### src/sv/isfe_pkg.sv
// ----------------------------------------------------------------------------
// isfe_pkg
// Types and constants shared by the ipv4 sort and filter engine modules.
// ----------------------------------------------------------------------------
package isfe_pkg;

    localparam int ADDR_W     = 32;
    localparam int CFG_DATA_W = 8;
    localparam int CFG_IDX_W  = 2;

    // configuration register indexes
    localparam logic [CFG_IDX_W-1:0] CFG_FILTER_MODE  = 2'd0;
    localparam logic [CFG_IDX_W-1:0] CFG_FIRST_OCTET  = 2'd1;
    localparam logic [CFG_IDX_W-1:0] CFG_SECOND_OCTET = 2'd2;
    localparam logic [CFG_IDX_W-1:0] CFG_MATCH_VALUE  = 2'd3;

    // filter modes
    localparam logic [1:0] MODE_ALL       = 2'd0;
    localparam logic [1:0] MODE_FIRST     = 2'd1;
    localparam logic [1:0] MODE_FIRST_TWO = 2'd2;
    localparam logic [1:0] MODE_ANY       = 2'd3;

    typedef struct packed {
        logic [ADDR_W-1:0] address;
        logic              end_of_set;
    } item_t;

    typedef struct packed {
        logic [ADDR_W-1:0] sorted_address;
        logic              last_result;
        logic              none_matched;
        logic              overflowed;
    } result_t;

    // controller to datapath
    typedef struct packed {
        logic insert;      // insert the accepted address into the chain
        logic set_ovf;     // accepted address dropped, chain is full
        logic pop;         // shift the chain toward the head
        logic load_out;    // head address into the result register
        logic load_empty;  // empty marker into the result register
        logic last;        // loaded result closes the run
        logic clear;       // run done, empty chain and overflow flag
    } cmd_t;

    // datapath to controller
    typedef struct packed {
        logic full;
        logic any_match;
        logic head_match;
        logic rest_match;
        logic out_free;
    } status_t;

endpackage

### src/sv/isfe_ctrl.sv
// ----------------------------------------------------------------------------
// isfe_ctrl
// Load / drain sequencer for the sort and filter engine.
// ----------------------------------------------------------------------------
module isfe_ctrl (
    input  logic              clk,
    input  logic              rst_n,
    input  logic              item_valid,
    input  logic              end_of_set,
    output logic              item_ready,
    input  isfe_pkg::status_t status,
    output isfe_pkg::cmd_t    cmd
);
    import isfe_pkg::*;

    typedef enum logic {
        ST_LOAD,
        ST_DRAIN
    } state_t;

    state_t state_reg;
    state_t state_next;

    always_comb
    begin
        state_next = state_reg;
        item_ready = 1'b0;
        cmd        = '0;
        case (state_reg)
            ST_LOAD:
            begin
                item_ready = 1'b1;
                if (item_valid)
                begin
                    cmd.insert  = !status.full;
                    cmd.set_ovf = status.full;
                    if (end_of_set)
                    begin
                        state_next = ST_DRAIN;
                    end
                end
            end
            ST_DRAIN:
            begin
                if (!status.any_match)
                begin
                    if (status.out_free)
                    begin
                        cmd.load_empty = 1'b1;
                        cmd.last       = 1'b1;
                        cmd.clear      = 1'b1;
                        state_next     = ST_LOAD;
                    end
                end
                else if (status.head_match)
                begin
                    if (status.out_free)
                    begin
                        cmd.load_out = 1'b1;
                        cmd.pop      = 1'b1;
                        cmd.last     = !status.rest_match;
                        if (!status.rest_match)
                        begin
                            cmd.clear  = 1'b1;
                            state_next = ST_LOAD;
                        end
                    end
                end
                else
                begin
                    // head fails the filter, discard it
                    cmd.pop = 1'b1;
                end
            end
            default:
            begin
                state_next = ST_LOAD;
            end
        endcase
    end

    always_ff @(posedge clk or negedge rst_n)
    begin
        if (!rst_n)
        begin
            state_reg <= ST_LOAD;
        end
        else
        begin
            state_reg <= state_next;
        end
    end

endmodule

### config.mk
export PLATFORM = sky130hd
export DESIGN_NAME = isfe_ctrl
export DESIGN_NICKNAME = d
export VERILOG_FILES = /design/src/sv/isfe_pkg.sv /design/src/sv/isfe_ctrl.sv
export SDC_FILE = /design/constraint.sdc
export NUM_CORES = 1
export LEC_CHECK = 0
export BUFFER_PORTS_ARGS = -buffer_cell sky130_fd_sc_hd__buf_2
export CORE_AREA = 2 2 39 41
export CTS_CLUSTER_SIZE = 10
export DETAILED_ROUTE_END_ITERATION = 7
export DIE_AREA = 0 0 41 43
export GPL_TIMING_DRIVEN = 0
export PLACE_DENSITY_LB_ADDON = 0.12
export SYNTH_ARGS = -nofsm -noshare
export SYNTH_HDL_FRONTEND = slang
export SYNTH_SLANG_ARGS = --single-unit
export TNS_END_PERCENT = 1
### constraint.sdc
create_clock -name clk -period 1.3 [get_ports clk]
set_clock_uncertainty 0.15 [all_clocks]
set_input_delay 0.195 -clock clk [delete_from_list [all_inputs] [get_ports clk]]
set_output_delay 0.195 -clock clk [all_outputs]
set_load 0.005 [all_outputs]
==> flow_summary.yaml, run 1 <==
clocking:
  clk_latency_ns: 0
  clk_pin_slew_ns: 0
global_route:
  first_global_vias: 103
  grt_max_degree: 6
  grt_util_all_layers_pct: 2.81
  grt_pass1_wl_um: 372
  grt_remaining_overflow: 0
  grt_antenna_before_repair: 0
sta:
  period_needed_ns: 1.20
  relSlewSlack_pct: 89.2
  fin_crit_sh_pct: 92.4
  finalSetupViolations: 0
  hold_viol: 0
  slew_viol_final: 0
  setup-tns-final_ns: 0
  clock.fmax_ghz: 0.833
  rsz0062_at_grt: "false"
  max_slew.worst_pin.slew_ns: 0.162
critical_path:
  cp_max_fo: 5
  startpoint_type: "flop"
  cp.required_ns: 0.95
  cp-end-kind: "output port"
  worst-setup-path-type: "flop to output port"
  cp.arrival_ns: 0.86
detailed_routing:
  drc: 0
  wirelength_um: 331
  routed-wl-met2_um: 118
  avgRoutedWirePerCell_um: 6.76
  met1_length_um: 148
  ant_nets: 0
  drt_iter0_markers: 1
  highest_layer: "met3"
  first_pass_iters: 2
  vias: 167
  met3WireLength_um: 64
  vias_per_cell: 3.41
placement:
  placed_cells: 48
  port_buffers: 16
  routabilityCongestion: 0.532
synthesis:
  syn_nets: 25
  yosys.area_share.simple_pct: 47.2
  syn-cell-area_sq_um: 111
  synth-adder-area-share_pct: 0
  synth_compound_gate_area_share_pct: 16.9
  muxShareOfSynthArea_pct: 0
  avgSynthCellArea_sq_um: 6.96
  yosys.area_share.xor_xnor_pct: 0
  synthCells: 16
  seq_area_frac_synth_pct: 22.5
  ys_ff_latch: 1
  synth_top_family_by_area: "simple AND/OR/NAND/NOR gates"
  ys_warn_count: 0
  synth.distinct_cells: 11
job:
  drv_cap: 0
pwr:
  seqPwrFrac_pct: 37.9
  p_sw_share_pct: 36.1
  p_leak_nw: 0.135
  pwr_density_cell_nw_per_um2: 615
  power.switching_w: 0.0000495
  peakVddDrop_uv: 230
  pwr-share-clk_pct: 0
  internal-power_w: 0.0000875
  finalPower_w: 0.000137
  combPwrFrac_pct: 62.1
floorplanning:
  num_io_pins: 17
  coreArea_sq_um: 1380
  rows: 14
  initial_utilization_pct: 8.05
  die_area_sq_um: 1760
  die_w_um: 41
  die_y_um: 43
finish:
  largest_reg_flops: 1
  drive_gt1_share_pct: 63.6
  layout_commonest_cell: "buf_2"
  layout.nets: 44
  area_delta_synth_final_pct: 100
  num_antenna_cells: 0
  instances_no_fill: 49
  final_util_pct: 16.1
  final_cell_mix: "buf_2 (16), nor2_1 (3), inv_1 (2), a21oi_1 (2), nand2_1 (2)"
worst_hold_path:
  worstHoldPathType: "input pin to flop"
status:
  status: "completed"
## power groups by stage
stage	clock (W)	combinational [W]	sequential (W)
global route	0	0.0000995	0.0000543
CTS	0	0.0000872	0.0000516
finish	0	0.0000851	0.0000519
floorplan	0	0.0000405	0.0000471
detailed placement	0	0.0000848	0.0000515
global placement	0	0.0000844	0.0000502
## critical path, cell delays in order (launching register included)
cell and delay, ns:
dfrtp_2 0.39, nand2_2 0.09, a21oi_2 0.16, buf_4 0.13, buf_2 0.09
## worst paths after layout
kind	from	end	cells past startpoint	slack, ns
worst max-delay path	state_reg$_DFF_PN0_	cmd[1]	4	0.1
worst min-delay path	end_of_set	state_reg$_DFF_PN0_	3	0.30
worst max register to register	state_reg$_DFF_PN0_	state_reg$_DFF_PN0_	3	0.33
worst min register to register	state_reg$_DFF_PN0_	state_reg$_DFF_PN0_	2	0.41
max in group asynchronous	rst_n	state_reg$_DFF_PN0_	2	0.56
min in group asynchronous	rst_n	state_reg$_DFF_PN0_	2	0.35
## layout make-up
| type | count | area (sq um) |
|---|---|---|
| inverter | 2 | 7.51 |
| tap | 16 | 20.0 |
| buffer | 1 | 7.51 |
| fill | 153 | 1160 |
| sequential | 1 | 26.3 |
| timing repair buffer | 17 | 90.1 |
| multi-input combinational | 12 | 71.3 |
## per-layer routing
layer  GRT usage (%)  vias up
li1                -       85
met1            2.88       65
met2            5.94       17
met3               0        0
met4               0        0
met5               0        -
## cell usage after synthesis, drive strengths merged
library cell  instances  area share (%)
a21oi                 3              17
and3                  1             5.6
buf                   1             6.7
dfrtp                 1              22
inv                   2             6.7
nand2                 3              12
nand2b                1              12
nor2                  3              10
nor3b                 1             6.7
## per-stage QoR
step	setup slack (ns)	cell area, sq um	hold slack (ns)
after floorplan	0.212	111	-0.251
after global placement	0.0505	211	-0.179
after detailed placement	0.00466	211	-0.179
after CTS	0.00719	221	0.300
after global routing	0.000691	223	0.361
final	0.0991	223	0.295
## what timing repair did
action / CTS / global route
gates resized for setup: 0 / 1
endpoints found under the hold margin: 1 / 0
hold buffers: 1 / 0
endpoints found under the setup margin: 0 / 1
buffers inserted: 0 / 0
## logic make-up after synthesis
family | count (synthesis)
simple gates | 9
buf+inv | 3
flops | 1
compound gates | 3
No activity file was read; power rests on OpenSTA's default activity.
==> inputs of run 2 (changes only) <==
- REMOVE_ABC_BUFFERS: not set -> 1
==> run 2 against run 1 <==
Worst hold slack lost 0.0054 ns; fmax grew 3.7%; via count shrank 2.4%; flip-flop and latch count is the same; worst setup slack gained 0.043 ns; first-iteration DRC count is the same; die area is the same; combinational power shrank 5.1%; power shrank 4.0%; critical path depth shrank 1; utilization shrank 0.63 points; largest power group unchanged.
==> flow_summary.yaml, run 2 (synthesis results as in run 1) <==
floorplanning:
  die_w_um: 41
  die_y_um: 43
  die_area_sq_um: 1760
  num_io_pins: 17
  initial_utilization_pct: 8.05
  rows: 14
  coreArea_sq_um: 1380
global_route:
  grt_max_degree: 6
  grt_util_all_layers_pct: 3.51
  grt_remaining_overflow: 0
  first_global_vias: 119
  grt_antenna_before_repair: 0
  grt_pass1_wl_um: 462
detailed_routing:
  first_pass_iters: 2
  avgRoutedWirePerCell_um: 7.17
  drt_iter0_markers: 1
  drc: 0
  vias: 163
  ant_nets: 0
  vias_per_cell: 3.40
  wirelength_um: 344
placement:
  routabilityCongestion: 0.554
  placed_cells: 47
  port_buffers: 16
  placed_cell_area_sq_um: 204
clocking:
  clk_latency_ns: 0
  cts_setup_buffers: 0
  clk_pin_slew_ns: 0
sta:
  clock.fmax_ghz: 0.863
  fin_crit_sh_pct: 89.1
  period_needed_ns: 1.16
  rsz0062_at_grt: "false"
  setup-tns-final_ns: 0
  hold_viol: 0
  relSlewSlack_pct: 87.4
  max_slew.worst_pin.slew_ns: 0.189
  slew_viol_final: 0
  finalSetupViolations: 0
critical_path:
  worst-r2r-setup-slack_ns: 0.29
  cp_max_fo: 5
  reg2reg_from: "state_reg$_DFF_PN0_"
  reg2reg_to: "state_reg$_DFF_PN0_"
  slowest_stage: "dfrtp_1"
  cp.buffers_inverters: 1
  crit_chain: "nand2_2, a21oi_2, buf_2"
  critical_path.top_delay_family: "flip-flops"
  startpoint_type: "flop"
  cp.arrival_ns: 0.81
  cp-end-kind: "output port"
  worst-setup-path-type: "flop to output port"
  crit_path_max_incr_delay_ns: 0.41
  cp.required_ns: 0.95
  r2r_cells: 3
pwr:
  pwr-share-clk_pct: 0
  internal-power_w: 0.0000821
  power.switching_w: 0.0000494
  peakVddDrop_uv: 221
  combPwrFrac_pct: 61.4
  finalPower_w: 0.000132
  seqPwrFrac_pct: 38.6
  p_leak_nw: 0.131
  p_sw_share_pct: 37.6
  pwr_density_cell_nw_per_um2: 615
finish:
  num_antenna_cells: 0
  final_util_pct: 15.5
  layout.nets: 43
  drive_gt1_share_pct: 59.4
  largest_reg_flops: 1
  layout_commonest_cell: "buf_2"
  instances_no_fill: 48
  final_cell_mix: "buf_2 (16), nor2_1 (3), inv_1 (2), a21oi_1 (2), nand2_1 (2)"
  area_delta_synth_final_pct: 92.1
  finalInstanceArea_sq_um: 214
worst_hold_path:
  min_delay_path_depth: 3
  hold_start: "end_of_set"
  worstHoldPathType: "input pin to flop"
  whs_endpoint: "state_reg$_DFF_PN0_"
job:
  drv_cap: 0
status:
  status: "completed"
run 2: changes by cell type in the layout (fill, tap and decap cells not counted):
| cell | previous run | this run |
|---|---|---|
| dfrtp_1 | 0 | 1 |
| dfrtp_2 | 1 | 0 |
| buf_4 | 1 | 0 |
run 2: power by group through the flow:
stage / combinational (W) / sequential (W) / clock [W]
2_1_floorplan: 0.0000360 / 0.0000471 / 0
3_3_place_gp: 0.0000798 / 0.0000499 / 0
3_5_place_dp: 0.0000798 / 0.0000510 / 0
4_1_cts: 0.0000825 / 0.0000511 / 0
5_1_grt: 0.0000957 / 0.0000527 / 0
6_report: 0.0000808 / 0.0000507 / 0
run 2: worst max path at each step:
stage	from	endpoint	depth (start not counted)
floorplan	state_reg$_DFF_PN0_	cmd[6]	1
global placement	state_reg$_DFF_PN0_	cmd[0]	3
detailed placement	state_reg$_DFF_PN0_	cmd[0]	3
CTS	state_reg$_DFF_PN0_	cmd[0]	3
global route	state_reg$_DFF_PN0_	cmd[1]	3
finish	state_reg$_DFF_PN0_	cmd[0]	3
run 2: cell type report:
class / instances / area [sq um]
flip-flops and latches: 1 / 25.0
fillers: 161 / 1170
multi-input cells: 12 / 71.3
repair buffers: 17 / 90.1
inverters: 2 / 7.51
well taps: 16 / 20.0
run 2: routing by layer:
layer	wire, um	vias to the layer above	GRT usage [%]
met4	0	0	0
met2	109	17	5.63
met1	170	63	5.43
met5	0	-	0
li1	-	83	-
met3	64	0	0
run 2: what timing repair did:
| item | 4_1_cts | 5_1_grt |
|---|---|---|
| setup endpoints to repair | 0 | 0 |
| endpoints found under the hold margin | 1 | 0 |
| hold buffers | 1 | 0 |
| resized for setup | 0 | 0 |
run 2: worst register-to-register path: cells and delay by family, from the launching register on:
kind	cells	cell delay, ns
AOI/OAI and AO/OA	1	0.16
DFF	1	0.41
and+or+nand+nor	2	0.16
run 2: metrics by stage:
stage | setup slack [ns] | hold WS (ns)
finish | 0.142 | 0.290
global route | 0.0393 | 0.334
CTS | 0.116 | 0.294
detailed placement | 0.117 | -0.178
global placement | 0.152 | -0.180
floorplan | 0.320 | -0.251
==> inputs of run 3 (changes only) <==
==> constraint.sdc (replaced) <==
create_clock -name clk -period 1.3 [get_ports clk]
set_clock_uncertainty 0.15 [all_clocks]
set_input_delay 0.26 -clock clk [delete_from_list [all_inputs] [get_ports clk]]
set_output_delay 0.26 -clock clk [all_outputs]
set_load 0.005 [all_outputs]
==> run 3 against run 2 <==
Critical path depth is 1 higher; worst setup slack worse by 0.053 ns; cell count stayed put; flip-flop and latch count stayed put; utilization is 0.090 points higher; first-iteration DRC count stayed put; global-route usage stayed put; design area is 0.58% higher; via count stayed put; power is 1.2% higher.
==> flow_summary.yaml, run 3 (synthesis results as in run 1) <==
status:
  status: "completed"
finish:
  largest_reg_flops: 1
  finalInstanceArea_sq_um: 215
  area_delta_synth_final_pct: 93.3
  multi_input_area_sq_um: 71.3
  num_antenna_cells: 0
  final_cell_mix: "buf_2 (16), nor2_1 (3), inv_1 (2), a21oi_1 (2), nand2_1 (2)"
  register_area_sq_um: 26.3
  n_fill_cell: 160
  layout_commonest_cell: "buf_2"
  layout.nets: 43
  drive_gt1_share_pct: 62.5
detailed_routing:
  first_pass_iters: 2
  wirelength_um: 344
  vias_per_cell: 3.40
  avgRoutedWirePerCell_um: 7.17
  drt_iter0_markers: 1
  ant_nets: 0
  drc: 0
  vias: 163
sta:
  slew_viol_final: 0
  max_slew.worst_pin.slew_ns: 0.156
  period_needed_ns: 1.21
  fin_crit_sh_pct: 93.2
  clock.fmax_ghz: 0.825
  finalSetupViolations: 0
  setup-tns-final_ns: 0
  rsz0062_at_grt: "false"
  hold_viol: 0
  relSlewSlack_pct: 89.6
floorplanning:
  coreArea_sq_um: 1380
  initial_utilization_pct: 8.05
  die_area_sq_um: 1760
  die_w_um: 41
  num_io_pins: 17
  rows: 14
  die_y_um: 43
pwr:
  internal-power_w: 0.0000838
  combPwrFrac_pct: 60.8
  power.switching_w: 0.0000494
  seqPwrFrac_pct: 39.2
  p_leak_nw: 0.130
  pwr-share-clk_pct: 0
  peakVddDrop_uv: 224
  pwr_density_cell_nw_per_um2: 619
  p_sw_share_pct: 37.1
global_route:
  grt_util_all_layers_pct: 3.51
  grt_max_degree: 6
  grt_pass1_wl_um: 462
  first_global_vias: 119
  grt_antenna_before_repair: 0
  grt_remaining_overflow: 0
clocking:
  cts_setup_buffers: 0
  clk_pin_slew_ns: 0
  clk_latency_ns: 0
job:
  drv_cap: 0
critical_path:
  cp-end-kind: "output port"
  cp_max_fo: 3
  worst-setup-path-type: "input pin to output port"
  startpoint_type: "input pin"
  cp.arrival_ns: 0.80
  cp.required_ns: 0.89
placement:
  placed_cell_area_sq_um: 204
  port_buffers: 16
  routabilityCongestion: 0.554
worst_hold_path:
  worstHoldPathType: "input pin to flop"
## run 3: cell types whose count changed in the layout (fill, tap and decap cells not counted)
cell	delta
dfrtp_2	+1
dfrtp_1	-1
## run 3: power groups by stage
stage | Clock [W] | Sequential [W] | Combinational (W)
3_3_place_gp | 0 | 0.0000499 | 0.0000798
5_1_grt | 0 | 0.0000542 | 0.0000959
6_report | 0 | 0.0000522 | 0.0000809
3_5_place_dp | 0 | 0.0000510 | 0.0000798
2_1_floorplan | 0 | 0.0000471 | 0.0000360
4_1_cts | 0 | 0.0000511 | 0.0000825
## run 3: final timing paths
path / startpoint / endpoint / slack (ns) / cells after the start
hold reg to reg: state_reg$_DFF_PN0_ / state_reg$_DFF_PN0_ / 0.41 / 2
setup reg to reg: state_reg$_DFF_PN0_ / state_reg$_DFF_PN0_ / 0.33 / 3
hold / removal: end_of_set / state_reg$_DFF_PN0_ / 0.35 / 3
setup / recovery: status[1] / cmd[0] / 0.09 / 4
max in group asynchronous: rst_n / state_reg$_DFF_PN0_ / 0.49 / 2
min in group asynchronous: rst_n / state_reg$_DFF_PN0_ / 0.41 / 2
## run 3: area by class of cell
class	instances	area share, %
tap	16	9.30
timing repair buffer	17	41.9
inverter	2	3.49
sequential	1	12.2
multi-input combinational	12	33.1
## run 3: stage by stage
step	utilization [%]	std cells	setup slack, ns	total power (W)	hold WS (ns)
2_1_floorplan	-	15	0.255	0.0000832	-0.186
3_3_place_gp	14.7	47	0.0864	0.000130	-0.115
3_5_place_dp	14.7	47	0.0524	0.000131	-0.113
4_1_cts	15.5	48	0.0510	0.000134	0.359
5_1_grt	15.6	48	0.0118	0.000150	0.399
6_report	15.6	48	0.0883	0.000133	0.355
## run 3: timing repair
action	4_1_cts	5_1_grt
resized for setup	0	1
endpoints found under the setup margin	0	2
hold endpoints to repair	1	0
hold buffers	1	0
## run 3: critical path, cell delays in order
cell and delay (ns):
buf_2 0.10, nand2b_4 0.13, a21oi_2 0.18, buf_2 0.14
## run 3: per-layer routing
layer,global-route usage (%),share of wire (%)
met2,5.63,32
met3,0,19
met5,0,0
met4,0,0
met1,5.43,49
